`config.mk`:
```
export PLATFORM = sky130hd
export DESIGN_NAME = ckef_div
export DESIGN_NICKNAME = d
export VERILOG_FILES = /design/src/rtl/ckef_pkg.sv /design/src/rtl/ckef_div.sv
export SDC_FILE = /design/constraint.sdc
export NUM_CORES = 1
export LEC_CHECK = 0
export BUFFER_PORTS_ARGS = -buffer_cell sky130_fd_sc_hd__buf_2
export CORE_ASPECT_RATIO = 1.75
export CORE_UTILIZATION = 56
export CTS_BUF_LIST = sky130_fd_sc_hd__clkbuf_8 sky130_fd_sc_hd__clkbuf_16
export CTS_CLUSTER_DIAMETER = 30
export DETAILED_ROUTE_END_ITERATION = 10
export PLACE_DENSITY = 0.85
export SLEW_MARGIN = 10
export SYNTH_ARGS = -nofsm -noshare
export SYNTH_HDL_FRONTEND = slang
export SYNTH_SLANG_ARGS = --single-unit
```
`constraint.sdc`:
```
create_clock -name clk -period 4.45 [get_ports clk]
set_clock_uncertainty 0.1 [all_clocks]
set_input_delay 0.2225 -clock clk [delete_from_list [all_inputs] [get_ports clk]]
set_output_delay 0.2225 -clock clk [all_outputs]
set_load 0.02 [all_outputs]
```
`src/rtl/ckef_pkg.sv`:
```
// Shared types, constants and helper functions for the color key edge fill block.
`timescale 1ns / 1ps
`default_nettype none
package ckef_pkg;

  // Frame geometry limits and field widths.
  localparam int MAX_WIDTH    = 512;
  localparam int MAX_HEIGHT   = 4096;
  localparam int COL_W        = $clog2(MAX_WIDTH);
  localparam int ROW_W        = $clog2(MAX_HEIGHT);
  localparam int WREG_W       = 10;
  localparam int HREG_W       = 13;
  localparam int CFG_DATA_W   = 13;
  localparam int CFG_IDX_W    = 1;

  // Line buffer memory: four row slots of MAX_WIDTH pixels each.
  localparam int ROW_SLOTS    = 4;
  localparam int SLOT_W       = $clog2(ROW_SLOTS);
  localparam int RAM_DEPTH    = ROW_SLOTS * MAX_WIDTH;
  localparam int ADDR_W       = $clog2(RAM_DEPTH);
  localparam int PIX_W        = 32;
  localparam int CH_W         = 8;

  // Neighbor accumulation and division.
  localparam int SUM_W        = 12;
  localparam int CNT_W        = 4;
  localparam int DIV_STEP_W   = $clog2(SUM_W);
  localparam int SQRT2_FRAC   = 20;
  localparam int SQRT2_W      = 21;
  localparam int PROD_W       = CH_W + SQRT2_W;
  localparam logic [SQRT2_W-1:0] SQRT2_Q20 = 21'd1482910;
  localparam int NB_STEP_W    = 4;
  localparam logic [NB_STEP_W-1:0] NB_READS     = 4'd8;
  localparam logic [NB_STEP_W-1:0] NB_LAST_STEP = 4'd9;

  // Request kinds carried on the input tuser.
  localparam logic REQ_PIXEL = 1'b0;
  localparam logic REQ_DRAIN = 1'b1;

  // Configuration register indexes.
  localparam logic [CFG_IDX_W-1:0] REG_WIDTH  = 1'b0;
  localparam logic [CFG_IDX_W-1:0] REG_HEIGHT = 1'b1;

  // Key color.
  localparam logic [CH_W-1:0] KEY_RED   = 8'd0;
  localparam logic [CH_W-1:0] KEY_GREEN = 8'd0;
  localparam logic [CH_W-1:0] KEY_BLUE  = 8'd255;

  typedef enum logic [2:0] {
    ST_IDLE,
    ST_CHECK,
    ST_CENTER,
    ST_NEIGH,
    ST_DIV_START,
    ST_DIV_WAIT,
    ST_EMIT
  } state_t;

  typedef logic [2:0][SUM_W-1:0] sum_vec_t;

  typedef struct packed {
    logic busy;
    logic done;
  } div_stat_t;

  typedef struct packed {
    logic dy_neg;
    logic dy_pos;
    logic dx_neg;
    logic dx_pos;
  } nb_dir_t;

  // Neighbor order: upper row left to right, then left, right, then lower row.
  function automatic nb_dir_t nb_dir(input logic [2:0] idx);
    nb_dir_t d;
    d = '0;
    case (idx)
      3'd0: begin d.dy_neg = 1'b1; d.dx_neg = 1'b1; end
      3'd1: begin d.dy_neg = 1'b1; end
      3'd2: begin d.dy_neg = 1'b1; d.dx_pos = 1'b1; end
      3'd3: begin d.dx_neg = 1'b1; end
      3'd4: begin d.dx_pos = 1'b1; end
      3'd5: begin d.dy_pos = 1'b1; d.dx_neg = 1'b1; end
      3'd6: begin d.dy_pos = 1'b1; end
      3'd7: begin d.dy_pos = 1'b1; d.dx_pos = 1'b1; end
      default: d = '0;
    endcase
    return d;
  endfunction

  // Alpha does not take part in the key test.
  function automatic logic is_key(input logic [PIX_W-1:0] px);
    return (px[7:0] == KEY_RED) && (px[15:8] == KEY_GREEN) && (px[23:16] == KEY_BLUE);
  endfunction

endpackage
`default_nettype wire

```
`src/rtl/ckef_div.sv`:
```
// Restoring divider for three channel sums by the neighbor count, one bit per cycle.
`timescale 1ns / 1ps
`default_nettype none
module ckef_div (
  input  wire logic                       clk,
  input  wire logic                       rst,
  input  wire logic                       start,
  input  wire ckef_pkg::sum_vec_t         dividend,
  input  wire logic [ckef_pkg::CNT_W-1:0] divisor,
  output ckef_pkg::sum_vec_t              quotient,
  output ckef_pkg::div_stat_t             stat
);

  logic                                busy;
  logic                                done;
  logic [ckef_pkg::DIV_STEP_W-1:0]     cnt;
  logic [ckef_pkg::CNT_W-1:0]          dvs;
  ckef_pkg::sum_vec_t                  work;
  ckef_pkg::sum_vec_t                  work_next;
  logic [2:0][2:0]                     rem;
  logic [2:0][2:0]                     rem_next;

  // The remainder stays below the divisor (at most 8), so three bits hold it.
  always_comb begin
    logic [ckef_pkg::CNT_W-1:0] tmp;
    logic                       ge;
    tmp       = '0;
    ge        = 1'b0;
    work_next = work;
    rem_next  = rem;
    for (int ch = 0; ch < 3; ch++) begin
      tmp = {rem[ch], work[ch][ckef_pkg::SUM_W-1]};
      ge  = (tmp >= dvs);
      rem_next[ch]  = ge ? 3'(tmp - dvs) : tmp[2:0];
      work_next[ch] = {work[ch][ckef_pkg::SUM_W-2:0], ge};
    end
  end

  always_ff @(posedge clk) begin
    if (rst) begin
      busy <= 1'b0;
      done <= 1'b0;
      cnt  <= '0;
    end else begin
      done <= 1'b0;
      if (start) begin
        busy <= 1'b1;
        cnt  <= '0;
      end else if (busy) begin
        cnt <= cnt + 1'b1;
        if (cnt == ckef_pkg::DIV_STEP_W'(ckef_pkg::SUM_W - 1)) begin
          busy <= 1'b0;
          done <= 1'b1;
        end
      end
    end
  end

  always_ff @(posedge clk) begin
    if (start) begin
      work <= dividend;
      rem  <= '0;
      dvs  <= divisor;
    end else if (busy) begin
      work <= work_next;
      rem  <= rem_next;
    end
  end

  assign quotient  = work;
  assign stat.busy = busy;
  assign stat.done = done;

endmodule
`default_nettype wire

```
==> results of run 1 <==
## kinds of logic (layout without fill, tap and decap cells)
group	count (synthesis)	in the layout	synth area share, %
buffers and inverters	22	106	4.83
multiplexers	37	37	14.7
flip-flops	55	55	53.6
AO/OA/AOI/OAI	28	28	12.1
XOR/XNOR	6	6	1.88
AND/OR/NAND/NOR	24	24	4.92
adder cells (fa/ha/maj)	16	16	7.95
## state kept, by name, summed over array words and instances, names as in the netlist
register,count
done,1
dvs,4
quotient,36
cnt,4
rem,9
busy,1
## metrics by stage
stage / worst slack (ns) / instances
final: 2.50 / 324
after global routing: 2.36 / 324
after CTS: 2.48 / 324
after detailed placement: 2.19 / 312
after global placement: 2.23 / 312
after floorplan: 2.51 / 188
## synthesized netlist by cell type, types with 2 or more instances
cell       number
dfxtp_1        15
buf_4           4
a21boi_4        2
buf_6           5
o21a_4          3
xor2_1          5
nand2_1        10
a21oi_1         4
o2111ai_1       9
o311ai_2        9
inv_1          13
fa_1            3
mux2_2         33
edfxtp_1       40
ha_1           13
nand2_2         3
nor3_1          4
mux2i_1         4
## power by group
part	switching [uW]	internal, uW
clock network	159	126
registers	32.1	608
logic	159	120
## repair_timing
item / in CTS / in global routing
setup buffers: 0 / 0
hold buffers: 4 / 0
setup endpoints to repair: 0 / 0
endpoints found under the hold margin: 4 / 0
## final timing paths
check	to	slack, ns	cells past startpoint
hold / removal	done	0.06	2
hold reg to reg	rem[2]	0.39	2
setup / recovery	rem[2]	2.50	5
setup reg to reg	rem[2]	2.50	5
## metal layers
| layer | routed length, um | vias up |
|---|---|---|
| met5 | 0 | - |
| met4 | 123 | 0 |
| met3 | 255 | 12 |
| met2 | 3230 | 55 |
| met1 | 2070 | 934 |
| li1 | - | 877 |
## area by class of cell
class                           count  area, um^2  share of cell area (%)
Clock inverter                      2        12.5                   0.377
Clock buffer                        6        82.6                    2.49
Inverter                           13        48.8                    1.47
Timing Repair Buffer               85         448                    13.5
Multi-Input combinational cell    111        1160                    35.0
Sequential cell                    55        1500                    45.2
Tap cell                           52        65.1                    1.96
==> impl_metrics.py, run 1 <==
metrics = {
    "global_route": {
        "grt_use_met2_pct": 42.8,
        "grt_antenna_before_repair": 0,
        "use_met1_pct": 22.7,
        "grt_util_met3_pct": 4.61,
        "grt_pass1_wl_um": 8880,
        "grt_max_degree": 50,
        "grt_overflow": 0,
        "grt_pass1_vias": 1928,
        "track_usage_pct": 22.1,
        "grt-busiest-layer": "met2",
    },
    "clock_tree": {
        "clk_latency_ns": 0.31,
        "cts_root_buffer": "clkbuf_8",
        "cts_tree": "built",
        "cts_inserted_buffers": 5,
        "htree_levels": 2,
        "path_clk_slew_ns": 0.10,
        "clockBufferDepth": 2,
        "ctsResizeCount": 0,
        "cts_sinks": 55,
    },
    "synthesis": {
        "synth_top_area_share_pct": 42.9,
        "yosysTopAreaCell": "edfxtp_1",
        "synthCells": 188,
        "synth_area_mm2": 0.00280,
        "synth_edf_count": 40,
        "ys.flop_type": "edfxtp_1",
        "synthTopCellsByArea": "edfxtp_1 (43%), mux2_2 (13%), dfxtp_1 (11%)",
        "yosysWarningCount": 0,
        "synthArstFlopShare_pct": 0,
        "syn_avg_cell_area_um2": 14.9,
        "synth_cell_type_count": 27,
        "syn_nets": 247,
        "ys_seq_area_share_pct": 53.6,
        "synth_seq_cells": 55,
    },
    "worst_setup_path": {
        "crit_fanout": 4,
        "slowest_delay_ns": 0.46,
        "required_ns": 4.58,
        "criticalPathCategory": "reg -> reg",
        "path_cells": "ha_1 -> fa_1 -> a21boi_2 -> o21a_4 -> o311ai_2",
        "arrival_ns": 2.08,
        "cp_top_family": "compound AO/OA/AOI/OAI gates",
        "worstReg2RegStart": "dvs[0]",
        "cp_slowest_cell": "edfxtp_1",
        "crit_start": "dvs[0]",
        "end_kind": "flip-flop",
        "critPathBufInv": 0,
        "cp-start-kind": "flip-flop",
    },
    "floorplanning": {
        "die_x_um": 55.5,
        "core_area_mm2": 0.00475,
        "die_area_mm2": 0.00530,
        "rows": 33,
        "io_pins": 81,
        "initial_utilization_pct": 59.0,
        "die_h_um": 95.5,
    },
    "timing": {
        "worst_pin_slew_ns": 1.03,
        "fmax_mhz": 512,
        "min_period_over_period_pct": 43.9,
        "min_period_ns": 1.95,
        "fin_tns_setup_ns": 0,
        "finalSetupViolations": 0,
        "hold_viol": 0,
        "drv_slew": 0,
        "rsz0062_at_grt": "no",
        "holdWs_ns": 0.0633,
        "slew_headroom_pct": 31.0,
    },
    "detailed_routing": {
        "wirelength_um": 5680,
        "drc_errors": 0,
        "wire_per_inst_um": 17.5,
        "drt_iter0_drc": 21,
        "vias_per_cell": 5.80,
        "drtPass1Iterations": 4,
        "vias": 1878,
        "ant_nets": 0,
    },
    "pwr": {
        "leakage_uw": 0.00139,
        "p_total_uw": 1200,
        "worst_ir_drop_vdd_mv": 0.288,
        "cellPowerDensity_mw_per_mm2": 362,
    },
    "cells_and_area": {
        "diodes": 0,
        "layout_commonest_cell": "buf_2",
        "fin_area_mm2": 0.00332,
        "area_growth_pct": 18.6,
        "layout_common_cells": "buf_2 (80), edfxtp_1 (40), mux2_2 (33), dfxtp_1 (15), inv_1 (14)",
        "fillers": 334,
        "postLayoutCoreUtil_pct": 70.0,
        "drive_gt1_share_pct": 52.6,
        "fin_nets": 330,
    },
    "min_path": {
        "min_from": "rst",
        "hold_path.class": "in -> reg",
    },
    "status": {
        "outcome": "finished clean",
    },
    "place": {
        "portBuffers": 80,
        "placed_cell_area_mm2": 0.00319,
        "dp_hpwl_um": 4210,
        "gp_congestion": 0.781,
    },
    "job": {
        "max-cap-violations": 0,
    },
}
Note: power is estimated with default switching activity, not from simulation.
==> run 2, diff against run 1 <==
CORE_UTILIZATION = 47   (was 56)
PLACE_DENSITY = 0.76   (was 0.85)
clock period = 1.6 ns   (was 4.45 ns; I/O delays follow)
==> run 2 against run 1 <==
Against the previous run: cell area is 17% higher; fmax increased by 11%; the run now ends with negative setup slack left; count of clock-buffer cells in the layout increased by 1; sequential power grew to 2.8 times the previous value.
==> impl_metrics.py, run 2 (synthesis gave the netlist of run 1 again) <==
metrics = {
    "status": {
        "outcome": "finished with violations",
        "violations": "negative setup slack",
    },
    "cells_and_area": {
        "largest_register_ffs": 36,
        "area_growth_pct": 38.9,
        "drive_gt1_share_pct": 52.6,
        "layout_commonest_cell": "buf_2",
        "fin_area_mm2": 0.00389,
        "stdcell_count": 399,
        "multiInputGateArea_mm2": 0.00120,
        "fin_nets": 381,
        "diodes": 0,
        "fillers": 451,
        "layout_common_cells": "buf_2 (80), edfxtp_1 (40), dlygate4sd3_1 (37), mux2_2 (33), buf_4 (17)",
        "seqCellArea_mm2": 0.00150,
    },
    "timing": {
        "fmax_mhz": 569,
        "min_period_over_period_pct": 110,
        "drv_slew": 0,
        "rsz0062_at_grt": "yes",
        "hold_viol": 0,
        "slew_headroom_pct": 73.3,
        "worst_pin_slew_ns": 0.399,
        "min_period_ns": 1.76,
        "finalSetupViolations": 12,
        "setup_ws_ns": -0.156,
    },
    "detailed_routing": {
        "wirelength_um": 5970,
        "drt_iter0_drc": 48,
        "vias": 2008,
        "vias_per_cell": 5.03,
        "drtPass1Iterations": 4,
        "ant_nets": 0,
        "wire_per_inst_um": 15.0,
        "drc_errors": 0,
    },
    "place": {
        "gp_congestion": 0.835,
        "portBuffers": 80,
        "placed_cell_area_mm2": 0.00341,
        "dp_hpwl_um": 4200,
        "dp.cells": 354,
        "pre_cts_slack_ns": -0.200,
    },
    "worst_setup_path": {
        "arrival_ns": 1.87,
        "required_ns": 1.71,
        "end_kind": "flip-flop",
        "criticalPathCategory": "reg -> reg",
        "crit_fanout": 4,
        "cp-start-kind": "flip-flop",
    },
    "clock_tree": {
        "htree_levels": 2,
        "post-cts-setup-buffers": 0,
        "path_clk_slew_ns": 0.10,
        "cts_inserted_buffers": 5,
        "cts_root_buffer": "clkbuf_8",
        "cts_tree": "built",
        "cts_sinks": 55,
        "clk_latency_ns": 0.30,
        "clockBufferDepth": 2,
    },
    "global_route": {
        "track_usage_pct": 20.5,
        "grt_max_degree": 28,
        "grt_pass1_vias": 2113,
        "grt_overflow": 0,
        "grt_antenna_before_repair": 0,
        "grt_pass1_wl_um": 9630,
    },
    "job": {
        "max-cap-violations": 0,
    },
    "min_path": {
        "hold_path.class": "in -> reg",
    },
    "pwr": {
        "worst_ir_drop_vdd_mv": 0.805,
        "p_total_uw": 3530,
        "leakage_uw": 0.00162,
        "cellPowerDensity_mw_per_mm2": 907,
    },
    "floorplanning": {
        "die_area_mm2": 0.00628,
        "rows": 36,
        "die_x_um": 60.3,
        "die_h_um": 104,
        "initial_utilization_pct": 49.3,
        "io_pins": 81,
        "core_area_mm2": 0.00568,
    },
}
-- run 2: changes by cell type in the layout (fill, tap and decap cells not counted), sizes merged --
cell / previous run / this run
dlygate4sd3: 4 / 37
buf: 81 / 99
clkinv: 1 / 0
clkinvlp: 0 / 1
clkbuf: 6 / 7
inv: 14 / 13
-- run 2: metrics by stage --
step / util (%) / hold WS (ns) / setup TNS, ns
floorplan: - / 0.0524 / -4.60
global placement: 60.1 / 0.159 / -1.83
detailed placement: 60.1 / 0.160 / -2.19
CTS: 68.5 / 0.00341 / -1.87
global route: 68.5 / 0.00275 / -2.37
finish: 68.5 / 0.00424 / -1.70
-- run 2: final timing paths --
path                    start     endpoint  slack (ns)  cells after the start
setup / recovery       dvs[0]       rem[4]       -0.16                      5
hold / removal    dividend[1]  quotient[1]       0.004                      2
setup reg to reg       dvs[0]       rem[4]       -0.16                      5
hold reg to reg        rem[2]       rem[2]        0.38                      2
-- run 2: routing by layer --
metal  routed length [um]  up-vias  track usage [%]
li1                     -      975                -
met1                 2370      968             23.3
met2                 3270       55             35.9
met3                  197       10             3.98
met4                  133        0             7.64
met5                    0        -                0
-- run 2: what timing repair did --
action / in CTS / in global routing
hold buffers: 37 / 0
resized for setup: 1 / 1
setup endpoints to repair: 12 / 12
hold endpoints to repair: 42 / 0
pin swaps: 9 / 1
-- run 2: where the power goes --
part	total [uW]	internal [uW]	switching [uW]
Clock	819	390	430
Sequential	1770	1690	77.6
Combinational	938	457	481
Total	3530	2540	988
-- run 2: final cells by class --
class / count / area share [%]
clock buffer: 7 / 2.48
timing repair buffer: 136 / 24.1
tap: 76 / 2.45
multi-input combinational: 111 / 30.9
clock inverter: 1 / 0.0965
inverter: 13 / 1.35
sequential: 55 / 38.6
-- run 2: worst max-delay path, stage by stage, from the launching register on --
cell	delay (ns)
edfxtp_1	0.45
ha_2	0.21
fa_2	0.34
a21boi_4	0.16
o21a_4	0.22
o311ai_2	0.20
==> run 3, diff against run 2 <==
ABC_AREA = 1   (was unset)
CORE_UTILIZATION = 46   (was 47)
PLACE_DENSITY = 0.75   (was 0.76)
==> run 3 against run 2 <==
Against the previous run: the flow still finishes with violations (negative setup slack); sequential cell count stayed put; non-clock buffer count shrank 7; routed wire length up 4.4%; global-route usage increased by 1.0 points; clock power fell by 9.4%; synthesized cell count increased by 56%; die area is 1.0% lower; worst hold slack improved by 0.010 ns.
==> impl_metrics.py, run 3 <==
metrics = {
    "synthesis": {
        "syn_nets": 352,
        "yosysWarningCount": 0,
        "ys_seq_area_share_pct": 55.4,
        "ys.flop_type": "edfxtp_1",
        "synth_seq_cells": 55,
        "syn_avg_cell_area_um2": 9.25,
        "synthTopCellsByArea": "edfxtp_1 (44%), nand2_1 (20%), dfxtp_1 (11%)",
        "synth_area_mm2": 0.00271,
        "synth_edf_count": 40,
        "synth_cell_type_count": 22,
        "yosysTopAreaCell": "edfxtp_1",
        "synth_top_area_share_pct": 44.3,
        "ys_top_cells_by_count": "nand2_1 (141), edfxtp_1 (40), inv_1 (19), nand3_1 (19), dfxtp_1 (15)",
        "yosysMostFrequentCell": "nand2_1",
        "synthCells": 293,
        "synthArstFlopShare_pct": 0,
    },
    "clock_tree": {
        "cts_tree": "built",
        "cts_inserted_buffers": 5,
        "htree_levels": 2,
        "cts_root_buffer": "clkbuf_8",
        "path_clk_slew_ns": 0.09,
        "clk_latency_ns": 0.31,
        "clockBufferDepth": 2,
        "cts_sinks": 55,
    },
    "worst_setup_path": {
        "slowest_delay_ns": 0.44,
        "cp_slowest_cell": "edfxtp_1",
        "cp_top_family": "flip-flops",
        "required_ns": 1.71,
        "criticalPathCategory": "reg -> reg",
        "end_kind": "flip-flop",
        "arrival_ns": 1.72,
        "crit_fanout": 5,
        "cp-start-kind": "flip-flop",
        "r2r-end": "rem[8]",
        "rr_worst_depth": 8,
        "worstReg2RegStart": "dvs[1]",
        "r2r_slack_ns": -0.007,
        "path_cells": "buf_4 -> fa_2 -> nand2_2 -> nand2_4 -> nand2_4 -> nand2_1 -> nand3_1 -> nand2_1",
        "critPathBufInv": 1,
    },
    "timing": {
        "rsz0062_at_grt": "yes",
        "fmax_mhz": 622,
        "min_period_over_period_pct": 100,
        "hold_viol": 0,
        "holdWs_ns": 0.0146,
        "setup_ws_ns": -0.00694,
        "finalSetupViolations": 2,
        "drv_slew": 0,
        "slew_headroom_pct": 79.9,
        "min_period_ns": 1.61,
        "worst_pin_slew_ns": 0.302,
    },
    "floorplanning": {
        "die_area_mm2": 0.00622,
        "io_pins": 81,
        "rows": 36,
        "die_h_um": 104,
        "initial_utilization_pct": 48.2,
        "core_area_mm2": 0.00563,
        "die_x_um": 60.0,
    },
    "cells_and_area": {
        "area_growth_pct": 39.9,
        "fin_nets": 477,
        "drive_gt1_share_pct": 28.9,
        "diodes": 0,
        "layout_commonest_cell": "nand2_1",
        "stdcell_count": 495,
        "largest_register_ffs": 36,
        "layout_common_cells": "nand2_1 (133), buf_2 (80), edfxtp_1 (40), dlygate4sd3_1 (40)",
    },
    "global_route": {
        "grt_pass1_wl_um": 9960,
        "grt_antenna_before_repair": 0,
        "grt_pass1_vias": 2251,
        "grt_max_degree": 41,
        "track_usage_pct": 21.5,
        "grt_overflow": 0,
    },
    "detailed_routing": {
        "drt_iter0_drc": 117,
        "wirelength_um": 6230,
        "vias_per_cell": 4.80,
        "vias": 2376,
        "drtPass1Iterations": 4,
        "ant_nets": 0,
        "wire_per_inst_um": 12.6,
        "drc_errors": 0,
    },
    "pwr": {
        "worst_ir_drop_vdd_mv": 0.721,
        "p_sw_share_pct": 30.8,
        "pwr-share-seq_pct": 51.8,
        "cellPowerDensity_mw_per_mm2": 901,
        "leakage_uw": 0.00187,
        "pwr-share-clk_pct": 21.7,
        "p_comb_share_pct": 26.5,
        "p_int_uw": 2370,
        "p_total_uw": 3420,
        "p_switching_uw": 1050,
    },
    "min_path": {
        "min_from": "dividend[24]",
        "hold_path.class": "in -> reg",
        "worstHoldEndpoint": "quotient[24]",
        "min_path_cells": 3,
    },
    "place": {
        "dp_hpwl_um": 3980,
        "portBuffers": 80,
        "gp_congestion": 0.898,
        "dp.cells": 446,
    },
    "status": {
        "outcome": "finished with violations",
        "violations": "negative setup slack",
    },
    "job": {
        "max-cap-violations": 0,
    },
}
run 3: cell count changes after synthesis, moves of 6 or more:
| cell | change |
|---|---|
| nand2_1 | +131 |
| mux2_2 | -33 |
| nand3_1 | +19 |
| o2111ai_1 | -9 |
| o311ai_2 | -9 |
| inv_1 | +6 |
| nor2_1 | +6 |
run 3: cells by family (layout without fill, tap and decap cells):
kind of cell | Yosys count | count (layout) | share of synthesized area [%]
compound gates | 12 | 12 | 3.09
xor+xnor | 3 | 3 | 0.969
fa+ha+maj | 16 | 16 | 8.21
buf+inv | 31 | 157 | 5.72
flops | 55 | 55 | 55.4
simple gates | 176 | 176 | 26.6
run 3: tightest hold or removal path: stages:
cell and delay (ns):
buf_2 0.07, nor2_1 0.03, a31oi_1 0.12
run 3: metal layers:
layer	vias up	global-route usage (%)	wire length (um)
met5	-	0	0
met4	0	8.80	123
met3	10	5.37	246
met2	64	36.0	3290
met1	1106	25.2	2580
li1	1196	-	-
run 3: layout make-up:
type / instances / area [um^2]
fill: 426 / 1840
sequential: 55 / 1500
multi-input combinational: 207 / 1130
timing repair buffer: 129 / 910
tap: 76 / 95.1
inverter: 20 / 78.8
clock buffer: 5 / 68.8
clock inverter: 3 / 12.5
run 3: repair_timing:
item,CTS,global route
resized for setup,6,8
setup buffers,0,1
endpoints found under the hold margin,45,0
endpoints found under the setup margin,8,10
pin swaps,0,1
hold buffers,40,0
run 3: worst max path at each step:
stage,start,end,slack [ns],depth (start not counted)
6_report,dvs[1],rem[8],-0.007,8
5_1_grt,dvs[0],rem[2],-0.08,8
4_1_cts,dvs[0],rem[1],0.002,8
3_5_place_dp,dvs[1],rem[1],-0.02,8
3_3_place_gp,dvs[1],rem[1],0.02,8
2_1_floorplan,busy,quotient[0],-0.04,3
run 3: stage by stage:
step / setup WS (ns) / cell area, um^2 / TNS, ns / utilization (%)
2_1_floorplan: -0.0415 / 2740 / -1.61 / -
3_3_place_gp: 0.0199 / 3250 / 0 / 57.7
4_1_cts: 0.00233 / 3750 / 0 / 66.6
6_report: -0.00694 / 3790 / -0.0139 / 67.4
5_1_grt: -0.0820 / 3790 / -0.645 / 67.4
3_5_place_dp: -0.0210 / 3250 / -0.0560 / 57.7
run 3: power groups by stage:
stage	clock, uW	combinational (uW)	sequential [uW]
detailed placement	0	768	1800
global route	810	997	1790
CTS	780	864	1770
floorplan	0	388	1920
global placement	0	754	1800
finish	742	905	1770
